==> src/rtl/mmwi_pkg.sv <==
// mmwi_pkg: shared types and constants of the matrix minimum-with-index unit.
// Used by mmwi_ctrl, mmwi_dp and matrix_min_with_index_unit; no dependencies.
package mmwi_pkg;

    localparam int ELEM_W     = 32;
    localparam int POS_W      = 32;
    localparam int GRP_W      = 16;
    localparam int CFG_IDX_W  = 3;
    localparam int CFG_DATA_W = 16;

    // configuration register indexes
    localparam logic [CFG_IDX_W-1:0] REG_ELEM_TYPE   = 3'd0;
    localparam logic [CFG_IDX_W-1:0] REG_REDUCE_MODE = 3'd1;
    localparam logic [CFG_IDX_W-1:0] REG_ROW_COUNT   = 3'd2;
    localparam logic [CFG_IDX_W-1:0] REG_COL_COUNT   = 3'd3;
    localparam logic [CFG_IDX_W-1:0] REG_LEADING_DIM = 3'd4;

    // element type codes
    localparam logic [2:0] ET_S8  = 3'd0;
    localparam logic [2:0] ET_S16 = 3'd1;
    localparam logic [2:0] ET_S32 = 3'd2;
    localparam logic [2:0] ET_U8  = 3'd3;
    localparam logic [2:0] ET_U16 = 3'd4;

    // reduce mode codes
    localparam logic [1:0] MODE_GLOBAL = 2'd0;
    localparam logic [1:0] MODE_COL    = 2'd1;
    localparam logic [1:0] MODE_ROW    = 2'd2;

    // controller -> datapath
    typedef struct packed {
        logic accept;   // element taken, row store read at cursor
        logic exec;     // compare/update, advance cursors
        logic dump_rd;  // read row store at dump index
        logic dump_out; // load one row result into the output register
    } cmd_t;

    // datapath -> controller
    typedef struct packed {
        logic emit;      // current element produces a column/global result
        logic row_dump;  // current element closes the matrix in row mode
        logic dump_last; // dump index is on the last row
        logic out_free;  // output register can be loaded this cycle
    } sts_t;

endpackage

==> src/rtl/matrix_min_with_index_unit.sv <==
// matrix_min_with_index_unit: top level, joins the sequencer and the datapath.
// Depends on mmwi_pkg, mmwi_ctrl and mmwi_dp.
//
// Streams a matrix in column-major order and returns column, row or whole-matrix
// minima with their 1-based position. Each element is first accepted (and the
// row store read), then compared and updated; a result that finds the output
// register full holds the element until it drains, while a waiting result does
// not block the next element otherwise. In row mode the last element is followed
// by the row results, each read through the single read port of the row store; no
// element is taken during that dump. The row store needs no clearing after reset.
// Any register write restarts the matrix at row 0, column 0.
module matrix_min_with_index_unit #(
    parameter int MAX_ROWS = 64
) (
    input  logic                              aclk,
    input  logic                              aresetn,
    input  logic                              cfg_wr_en,
    input  logic [mmwi_pkg::CFG_IDX_W-1:0]    cfg_index,
    input  logic [mmwi_pkg::CFG_DATA_W-1:0]   cfg_wdata,
    input  logic                              s_valid,
    output logic                              s_ready,
    input  logic [mmwi_pkg::ELEM_W-1:0]       s_elem_value,
    output logic                              m_valid,
    input  logic                              m_ready,
    output logic [mmwi_pkg::ELEM_W-1:0]       m_min_value,
    output logic [mmwi_pkg::POS_W-1:0]        m_min_position,
    output logic [mmwi_pkg::GRP_W-1:0]        m_group_number,
    output logic                              m_last_result
);

    mmwi_pkg::cmd_t cmd;
    mmwi_pkg::sts_t sts;

    mmwi_ctrl u_ctrl (
        .aclk    (aclk),
        .aresetn (aresetn),
        .s_valid (s_valid),
        .s_ready (s_ready),
        .sts     (sts),
        .cmd     (cmd)
    );

    mmwi_dp #(
        .MAX_ROWS (MAX_ROWS)
    ) u_dp (
        .aclk           (aclk),
        .aresetn        (aresetn),
        .cfg_wr_en      (cfg_wr_en),
        .cfg_index      (cfg_index),
        .cfg_wdata      (cfg_wdata),
        .s_elem_value   (s_elem_value),
        .m_valid        (m_valid),
        .m_ready        (m_ready),
        .m_min_value    (m_min_value),
        .m_min_position (m_min_position),
        .m_group_number (m_group_number),
        .m_last_result  (m_last_result),
        .cmd            (cmd),
        .sts            (sts)
    );

endmodule

==> src/rtl/mmwi_ctrl.sv <==
// mmwi_ctrl: sequencer of the matrix minimum-with-index unit.
// Depends on mmwi_pkg (cmd_t, sts_t).
module mmwi_ctrl (
    input  logic           aclk,
    input  logic           aresetn,
    input  logic           s_valid,
    output logic           s_ready,
    input  mmwi_pkg::sts_t sts,
    output mmwi_pkg::cmd_t cmd
);

    localparam logic [1:0] S_IDLE = 2'd0;
    localparam logic [1:0] S_EXEC = 2'd1;
    localparam logic [1:0] S_DRD  = 2'd2;
    localparam logic [1:0] S_DOUT = 2'd3;

    logic [1:0] state_reg;
    logic [1:0] state_next;

    always_comb begin
        state_next = state_reg;
        cmd        = '0;
        s_ready    = 1'b0;
        case (state_reg)
            S_IDLE: begin
                s_ready = 1'b1;
                if (s_valid) begin
                    cmd.accept = 1'b1;
                    state_next = S_EXEC;
                end
            end
            S_EXEC: begin
                // hold while a result is due and the output register is occupied
                if (!sts.emit || sts.out_free) begin
                    cmd.exec   = 1'b1;
                    state_next = sts.row_dump ? S_DRD : S_IDLE;
                end
            end
            S_DRD: begin
                cmd.dump_rd = 1'b1;
                state_next  = S_DOUT;
            end
            S_DOUT: begin
                if (sts.out_free) begin
                    cmd.dump_out = 1'b1;
                    state_next   = sts.dump_last ? S_IDLE : S_DRD;
                end
            end
            default: begin
                state_next = S_IDLE;
            end
        endcase
    end

    always_ff @(posedge aclk) begin
        if (!aresetn) begin
            state_reg <= S_IDLE;
        end else begin
            state_reg <= state_next;
        end
    end

    a_dump_rd_then_out: assert property (@(posedge aclk) disable iff (!aresetn)
        cmd.dump_rd |=> (state_reg == S_DOUT))
        else $error("row store read not followed by result load");

endmodule

==> src/rtl/mmwi_dp.sv <==
// mmwi_dp: datapath of the matrix minimum-with-index unit: configuration
// registers, cursors, compare/update, row store and output register. Uses mmwi_pkg.
module mmwi_dp #(
    parameter int MAX_ROWS = 64
) (
    input  logic                                aclk,
    input  logic                                aresetn,
    input  logic                                cfg_wr_en,
    input  logic [mmwi_pkg::CFG_IDX_W-1:0]      cfg_index,
    input  logic [mmwi_pkg::CFG_DATA_W-1:0]     cfg_wdata,
    input  logic [mmwi_pkg::ELEM_W-1:0]         s_elem_value,
    output logic                                m_valid,
    input  logic                                m_ready,
    output logic [mmwi_pkg::ELEM_W-1:0]         m_min_value,
    output logic [mmwi_pkg::POS_W-1:0]          m_min_position,
    output logic [mmwi_pkg::GRP_W-1:0]          m_group_number,
    output logic                                m_last_result,
    input  mmwi_pkg::cmd_t                      cmd,
    output mmwi_pkg::sts_t                      sts
);

    localparam int RIDX_W  = (MAX_ROWS > 1) ? $clog2(MAX_ROWS) : 1;
    localparam int RCNT_W  = ($clog2(MAX_ROWS + 1) > 7) ? $clog2(MAX_ROWS + 1) : 7;
    localparam int ELEM_W  = mmwi_pkg::ELEM_W;
    localparam int POS_W   = mmwi_pkg::POS_W;
    localparam int GRP_W   = mmwi_pkg::GRP_W;
    localparam int STORE_W = ELEM_W + GRP_W;

    // configuration
    logic [2:0]        etype_reg;
    logic [1:0]        mode_reg;
    logic [6:0]        rowcnt_reg;
    logic [GRP_W-1:0]  colcnt_reg;
    logic [GRP_W-1:0]  ldim_reg;
    logic              cfg_hit;

    // cursors and running minimum
    logic [RIDX_W-1:0] row_cur_reg, row_cur_next;
    logic [GRP_W-1:0]  col_cur_reg, col_cur_next;
    logic [POS_W-1:0]  col_base_reg, col_base_next;
    logic [ELEM_W-1:0] run_best_reg, run_best_next;
    logic [POS_W-1:0]  run_pos_reg, run_pos_next;
    logic [ELEM_W-1:0] v_reg;
    logic [RIDX_W-1:0] dump_idx_reg, dump_idx_next;

    // row store
    logic [STORE_W-1:0] mem [MAX_ROWS];
    logic [STORE_W-1:0] rd_data_reg;
    logic               mem_rd_en;
    logic [RIDX_W-1:0]  mem_rd_addr;
    logic               mem_wr_en;

    // output register
    logic              out_valid_reg, out_valid_next;
    logic [ELEM_W-1:0] out_value_reg;
    logic [POS_W-1:0]  out_pos_reg;
    logic [GRP_W-1:0]  out_grp_reg;
    logic              out_last_reg;
    logic              out_load;
    logic [ELEM_W-1:0] load_value;
    logic [POS_W-1:0]  load_pos;
    logic [GRP_W-1:0]  load_grp;
    logic              load_last;

    logic [RCNT_W-1:0] rows_eff;
    logic [RCNT_W-1:0] rc_ext;
    logic [GRP_W-1:0]  cols_eff;
    logic              last_row, last_col, last_elem;
    logic              r_first, c_first;
    logic              lt_run, lt_row, upd;
    logic [ELEM_W-1:0] v_ext;
    logic [ELEM_W-1:0] row_best;
    logic [GRP_W-1:0]  row_best_col;

    function automatic logic [ELEM_W-1:0] extend(input logic [2:0] et,
                                                  input logic [ELEM_W-1:0] raw);
        logic [ELEM_W-1:0] res;
        begin
            case (et)
                mmwi_pkg::ET_S8:  res = {{24{raw[7]}}, raw[7:0]};
                mmwi_pkg::ET_S16: res = {{16{raw[15]}}, raw[15:0]};
                mmwi_pkg::ET_U8:  res = {24'd0, raw[7:0]};
                mmwi_pkg::ET_U16: res = {16'd0, raw[15:0]};
                default:          res = raw;
            endcase
            return res;
        end
    endfunction

    // strict a < b; signed types compare with the sign bit flipped
    function automatic logic less(input logic [2:0] et, input logic [ELEM_W-1:0] a,
                                  input logic [ELEM_W-1:0] b);
        logic flip;
        begin
            flip = (et <= mmwi_pkg::ET_S32);
            return {a[ELEM_W-1] ^ flip, a[ELEM_W-2:0]} < {b[ELEM_W-1] ^ flip, b[ELEM_W-2:0]};
        end
    endfunction

    assign cfg_hit = cfg_wr_en && (cfg_index <= mmwi_pkg::REG_LEADING_DIM);

    always_ff @(posedge aclk) begin
        if (!aresetn) begin
            etype_reg  <= mmwi_pkg::ET_U16;
            mode_reg   <= mmwi_pkg::MODE_GLOBAL;
            rowcnt_reg <= 7'd1;
            colcnt_reg <= 16'd1;
            ldim_reg   <= 16'd1;
        end else if (cfg_wr_en) begin
            case (cfg_index)
                mmwi_pkg::REG_ELEM_TYPE:   etype_reg  <= cfg_wdata[2:0];
                mmwi_pkg::REG_REDUCE_MODE: mode_reg   <= cfg_wdata[1:0];
                mmwi_pkg::REG_ROW_COUNT:   rowcnt_reg <= cfg_wdata[6:0];
                mmwi_pkg::REG_COL_COUNT:   colcnt_reg <= cfg_wdata;
                mmwi_pkg::REG_LEADING_DIM: ldim_reg   <= cfg_wdata;
                default: begin
                end
            endcase
        end
    end

    // effective counts: zero acts as one, rows clamp to the store depth
    always_comb begin
        rc_ext = RCNT_W'(rowcnt_reg);
        if (rc_ext == '0) begin
            rows_eff = RCNT_W'(1);
        end else if (rc_ext > RCNT_W'(MAX_ROWS)) begin
            rows_eff = RCNT_W'(MAX_ROWS);
        end else begin
            rows_eff = rc_ext;
        end
        cols_eff = (colcnt_reg == '0) ? 16'd1 : colcnt_reg;
    end

    assign last_row  = (RCNT_W'(row_cur_reg) + RCNT_W'(1)) >= rows_eff;
    assign last_col  = ({1'b0, col_cur_reg} + 17'd1) >= {1'b0, cols_eff};
    assign last_elem = last_row && last_col;
    assign r_first   = (row_cur_reg == '0);
    assign c_first   = (col_cur_reg == '0);
    assign v_ext     = extend(etype_reg, s_elem_value);

    assign row_best     = rd_data_reg[STORE_W-1:GRP_W];
    assign row_best_col = rd_data_reg[GRP_W-1:0];
    assign lt_run       = less(etype_reg, v_reg, run_best_reg);
    assign lt_row       = less(etype_reg, v_reg, row_best);

    always_comb begin
        case (mode_reg)
            mmwi_pkg::MODE_GLOBAL: upd = (r_first && c_first) || lt_run;
            mmwi_pkg::MODE_COL:    upd = r_first || lt_run;
            default:               upd = 1'b0;
        endcase
    end

    assign sts.emit = ((mode_reg == mmwi_pkg::MODE_GLOBAL) && last_elem)
                   || ((mode_reg == mmwi_pkg::MODE_COL) && last_row);
    assign sts.row_dump  = (mode_reg == mmwi_pkg::MODE_ROW) && last_elem;
    assign sts.dump_last = (RCNT_W'(dump_idx_reg) + RCNT_W'(1)) >= rows_eff;
    assign sts.out_free  = !out_valid_reg || m_ready;

    always_comb begin
        row_cur_next  = row_cur_reg;
        col_cur_next  = col_cur_reg;
        col_base_next = col_base_reg;
        run_best_next = run_best_reg;
        run_pos_next  = run_pos_reg;
        dump_idx_next = dump_idx_reg;
        if (cmd.exec) begin
            if (upd) begin
                run_best_next = v_reg;
                if (mode_reg == mmwi_pkg::MODE_GLOBAL) begin
                    run_pos_next = POS_W'(row_cur_reg) + POS_W'(1) + col_base_reg;
                end else begin
                    run_pos_next = POS_W'(row_cur_reg) + POS_W'(1);
                end
            end
            if (last_row) begin
                row_cur_next = '0;
                if (last_col) begin
                    col_cur_next  = '0;
                    col_base_next = '0;
                end else begin
                    col_cur_next  = col_cur_reg + 16'd1;
                    col_base_next = col_base_reg + POS_W'(ldim_reg);
                end
            end else begin
                row_cur_next = row_cur_reg + RIDX_W'(1);
            end
        end
        if (cmd.dump_out) begin
            dump_idx_next = sts.dump_last ? '0 : dump_idx_reg + RIDX_W'(1);
        end
        // any register write restarts the matrix
        if (cfg_hit) begin
            row_cur_next  = '0;
            col_cur_next  = '0;
            col_base_next = '0;
            run_best_next = '0;
            run_pos_next  = '0;
            dump_idx_next = '0;
        end
    end

    always_ff @(posedge aclk) begin
        if (!aresetn) begin
            row_cur_reg  <= '0;
            col_cur_reg  <= '0;
            col_base_reg <= '0;
            run_best_reg <= '0;
            run_pos_reg  <= '0;
            dump_idx_reg <= '0;
        end else begin
            row_cur_reg  <= row_cur_next;
            col_cur_reg  <= col_cur_next;
            col_base_reg <= col_base_next;
            run_best_reg <= run_best_next;
            run_pos_reg  <= run_pos_next;
            dump_idx_reg <= dump_idx_next;
        end
    end

    always_ff @(posedge aclk) begin
        if (cmd.accept) begin
            v_reg <= v_ext;
        end
    end

    // row store: single read port, read data registered
    assign mem_rd_en   = cmd.accept || cmd.dump_rd;
    assign mem_rd_addr = cmd.dump_rd ? dump_idx_reg : row_cur_reg;
    assign mem_wr_en   = cmd.exec && (mode_reg == mmwi_pkg::MODE_ROW) && (c_first || lt_row);

    always_ff @(posedge aclk) begin
        if (mem_wr_en) begin
            mem[row_cur_reg] <= {v_reg, col_cur_reg};
        end
    end

    always_ff @(posedge aclk) begin
        if (mem_rd_en) begin
            rd_data_reg <= mem[mem_rd_addr];
        end
    end

    // output register
    assign out_load = (cmd.exec && sts.emit) || cmd.dump_out;

    always_comb begin
        if (cmd.dump_out) begin
            load_value = row_best;
            load_pos   = POS_W'(row_best_col) + POS_W'(1);
            load_grp   = GRP_W'(dump_idx_reg);
            load_last  = sts.dump_last;
        end else begin
            load_value = run_best_next;
            load_pos   = run_pos_next;
            load_grp   = (mode_reg == mmwi_pkg::MODE_COL) ? col_cur_reg : '0;
            load_last  = last_col;
        end
    end

    always_comb begin
        out_valid_next = out_valid_reg;
        if (out_load) begin
            out_valid_next = 1'b1;
        end else if (m_ready) begin
            out_valid_next = 1'b0;
        end
    end

    always_ff @(posedge aclk) begin
        if (!aresetn) begin
            out_valid_reg <= 1'b0;
        end else begin
            out_valid_reg <= out_valid_next;
        end
    end

    always_ff @(posedge aclk) begin
        if (out_load) begin
            out_value_reg <= load_value;
            out_pos_reg   <= load_pos;
            out_grp_reg   <= load_grp;
            out_last_reg  <= load_last;
        end
    end

    assign m_valid        = out_valid_reg;
    assign m_min_value    = out_value_reg;
    assign m_min_position = out_pos_reg;
    assign m_group_number = out_grp_reg;
    assign m_last_result  = out_last_reg;

    a_no_overwrite: assert property (@(posedge aclk) disable iff (!aresetn)
        out_load |-> (!out_valid_reg || m_ready))
        else $error("output register loaded while holding an untaken result");

    a_row_cursor_range: assert property (@(posedge aclk) disable iff (!aresetn)
        RCNT_W'(row_cur_reg) < rows_eff)
        else $error("row cursor beyond row count");

    a_col_cursor_range: assert property (@(posedge aclk) disable iff (!aresetn)
        col_cur_reg < cols_eff)
        else $error("column cursor beyond column count");

endmodule
==> config.mk <==
export PLATFORM = sky130hd
export DESIGN_NAME = matrix_min_with_index_unit
export DESIGN_NICKNAME = d
export VERILOG_FILES = /design/src/rtl/mmwi_pkg.sv /design/src/rtl/matrix_min_with_index_unit.sv /design/src/rtl/mmwi_ctrl.sv /design/src/rtl/mmwi_dp.sv
export SDC_FILE = /design/constraint.sdc
export NUM_CORES = 2
export LEC_CHECK = 0
export ABC_CLOCK_PERIOD_IN_PS = 9700
export BUFFER_PORTS_ARGS = -buffer_cell sky130_fd_sc_hd__buf_2
export CORE_MARGIN = 4
export CORE_UTILIZATION = 63
export DETAILED_ROUTE_END_ITERATION = 10
export GPL_ROUTABILITY_DRIVEN = 1
export PLACE_DENSITY_LB_ADDON = 0.05
export SYNTH_ARGS = -nofsm -noshare
export SYNTH_HDL_FRONTEND = slang
export SYNTH_SLANG_ARGS = --single-unit
==> constraint.sdc <==
create_clock -name aclk -period 9.7 [get_ports aclk]
set_input_delay 0 -clock aclk [delete_from_list [all_inputs] [get_ports aclk]]
set_output_delay 0 -clock aclk [all_outputs]
set_load 0.01 [all_outputs]
==> impl_metrics.csv <==
group,metric,value,unit
die,pin_count,139,
route,via_count,72500,
synthesis,synth.distinct_cells,67,
timing,max_freq,168,MHz
synthesis,synth-async-reset-ratio,0,%
cts,cts_sinks,3404,
finish,mostFrequentLayoutCells,"edfxtp_1, nand2_1, mux4_2, clkbuf_16, nor2_1",
synthesis,synth-seq-cells,3404,
worst_setup_path,arrival,6.52,ns
die,die_h,470,um
worst_setup_path,cp_slowest_cell,"buf_4",
power_and_ir_drop,power.internal,23.7,mW
cts,insertion_delay,0.97,ns
timing,setup_violations,0,
power_and_ir_drop,power_density,197,nW/um^2
status,status,"completed",
finish,fin_nets,7846,
die,die_w,470,um
power_and_ir_drop,ir_worst_vdd,212,uV
worst_setup_path,critPathLaunchType,"flip-flop",
finish,synthToLayoutAreaGrowth,12.3,%
die,start_util,63.5,%
synthesis,synth-edff-count,3233,
synthesis,synthAdderAreaFrac,1.13,%
synthesis,synthCells,7276,
worst_hold_path,whs_path_depth,4,
global_routing,grt.total_usage,31.9,%
global_routing,grt_antenna_before_repair,15,
worst_setup_path,r2r_cells,17,
synthesis,synthFlopType,"edfxtp_1",
worst_hold_path,min_path_type,"in -> reg",
placement,port-buffer-count,138,
worst_setup_path,end_kind,"flip-flop",
global_routing,grt_pass1_vias,71900,
synthesis,synth.area.mux_share,13.5,%
timing,grt_setup_unrepaired,"false",
timing,post-route-min-period,5.94,ns
finish,layout-drive-gt1-share,21.1,%
timing,slew_headroom,14.1,%
cts,root_buffer,"clkbuf_16",
route,wl_per_cell,32.6,um
worst_hold_path,hp-start,"s_elem_value[15]",
synthesis,synth_xor_area_share,0.592,%
finish,largest_register_ff_count,3072,
placement,dp_hpwl,195000,um
timing,fin_setup_tns,0,ns
power_and_ir_drop,swShare,20.3,%
power_and_ir_drop,power_switching,6.04,mW
synthesis,synth_compound_area_share,3.47,%
worst_setup_path,crit_path_max_incr_delay,0.58,ns
finish,mostFrequentLayoutCell,"edfxtp_1",
power_and_ir_drop,clockPowerShare,42.7,%
worst_setup_path,cp_max_fo,68,
synthesis,synth_seq_area_share,74.6,%
synthesis,synthSimpleGateAreaFrac,5.07,%
die,coreArea,212000,sq um
route,wl,350000,um
finish,fillers,12900,
timing,slew_viol_final,0,
global_routing,grt_max_degree,125,
cts,htree_levels,5,
timing,tightest_slew,1.26,ns
worst_setup_path,reg2reg_setup_slack,3.76,ns
route,drt_iter0_markers,9681,
synthesis,syn-num-nets,7453,
power_and_ir_drop,p_leak,49.5,nW
cts,numCtsBuffers,347,
die,die-area,221000,sq um
placement,place.gp.congestion,0.878,
placement,placed_cell_area,139000,sq um
timing,final.setup_skew,0.0573,ns
finish,design_area,151000,sq um
timing,fin_crit_sh,61.3,%
cts,clk_pin_slew,0.06,ns
route,vias_per_cell,6.74,
global_routing,grt_overflow,0,
worst_setup_path,path_cells,"buf_4, ha_1, nand3_1, nor3_2, nand3_1, xnor2_1, ha_1, nand3_1, nor3_1, inv_1, o2111ai_1, nand2_1, nor2_1, nor2_1, nor2_4, buf_4, buf_4",
synthesis,synth-warning-count,0,
global_routing,grt_pass1_wl,510000,um
route,ant_nets,0,
cts,post_cts_buffers,0,
worst_setup_path,r2r-start,"u_dp.col_cur_reg[0]",
worst_setup_path,cp.required,10.28,ns
worst_setup_path,worstSetupStartpoint,"u_dp.col_cur_reg[0]",
worst_hold_path,min_to,"u_dp.v_reg[15]",
power_and_ir_drop,p_comb_share,2.9,%
synthesis,synth_area,135000,sq um
worst_setup_path,critPathKind,"reg -> reg",
cts,clockBufferDepth,4,
timing,final_hold_viol_count,0,
power_and_ir_drop,finalPower,29.8,mW
synthesis,syn_area_per_cell,18.5,sq um
cts,cts_tree,"built",
run,drv_cap,0,
synthesis,synth_top_family_by_area,"multiplexers",
die,row_count,169,
power_and_ir_drop,sequentialPowerShare,54.4,%
worst_setup_path,r2r_end,"u_dp.m_min_value[22]",
route,route.detailed.drc,0,
route,firstDrtPassIters,8,
[critical path, delay by kind of cell, from the launching register on]
kind | cells | cell delay (ns)
AND/OR/NAND/NOR | 9 | 2.12
flip-flops | 1 | 0.33
XOR/XNOR | 1 | 0.20
buffers and inverters | 4 | 1.68
AO/OA/AOI/OAI | 1 | 0.49
adder cells (fa/ha/maj) | 2 | 0.66
[cells in the mapped netlist (32+ instances only)]
cell type  instances  share of area [%]
buf_1             56               0.16
nor2_1           260               0.72
dfxtp_1          171                2.5
o22ai_1           95               0.44
and2_1           102               0.47
xor2_1            44               0.29
mux2i_1           81               0.60
ha_1             119                1.1
a221o_1           48               0.36
a21oi_1          118               0.44
a211oi_1         107               0.60
buf_4             32               0.18
inv_1             99               0.28
a31oi_1          100               0.46
mux4_2           768                 13
nand3_1          148               0.55
o21ai_1           42               0.16
buf_2             64               0.24
xnor2_1           47               0.31
o21ai_0          113               0.42
edfxtp_1        3233                 72
nand2_1          885                2.5
clkbuf_1         244               0.68
[cell type report]
class	count	area, sq um	area share, %
sequential	3404	101000	66.5
multi-input combinational	3358	32600	21.5
clock buffer	437	9190	6.07
timing repair buffer	458	3570	2.36
tap	2821	3530	2.33
clock inverter	165	1450	0.961
inverter	100	375	0.248
antenna	10	25.0	0.0165
[cell families after synthesis]
group | after synthesis
buf+inv | 514
simple gates | 1574
mux | 851
compound gates | 721
flops | 3404
xor+xnor | 91
fa+ha+maj | 121
[stage by stage]
step	std cells	util, %	setup slack [ns]	hold slack (ns)
after floorplan	7276	-	0.953	0.0989
after global placement	10000	65.6	3.95	0.183
after detailed placement	10000	65.6	3.83	0.192
after CTS	10700	71.2	3.81	0.00144
final	10800	71.2	3.76	0.0528
after global routing	10700	71.2	3.38	0.0559
[power by group through the flow]
| stage | clock network [mW] | registers [mW] | logic [mW] |
|---|---|---|---|
| after global placement | 0 | 16.5 | 0.810 |
| after floorplan | 0 | 16.6 | 0.399 |
| after detailed placement | 0 | 16.5 | 0.830 |
| final | 12.7 | 16.2 | 0.877 |
| after CTS | 12.9 | 16.2 | 0.869 |
| after global routing | 13.5 | 16.2 | 0.937 |
[how the worst max path moves through the flow]
| stage | cells past startpoint | slack [ns] | to |
|---|---|---|---|
| global placement | 17 | 3.95 | u_dp.m_min_value[21] |
| detailed placement | 17 | 3.83 | u_dp.m_min_value[21] |
| CTS | 17 | 3.81 | u_dp.m_min_value[21] |
| global route | 17 | 3.38 | u_dp.m_min_value[22] |
| finish | 17 | 3.76 | u_dp.m_min_value[22] |
| floorplan | 9 | 0.95 | u_dp.mem[23][0] |
[timing repair]
| item | in CTS | in global routing |
|---|---|---|
| hold endpoints to repair | 185 | 0 |
| hold buffers | 126 | 0 |
| gates resized for setup | 0 | 0 |
[layer usage]
layer	up-vias	GRT usage (%)	part of all wire, %
li1	29900	-	-
met1	37900	47.0	39
met2	4081	48.8	47
met3	629	7.42	11
met4	6	9.21	3.0
met5	-	0	0.012
Note: power is estimated with default switching activity, not from simulation.
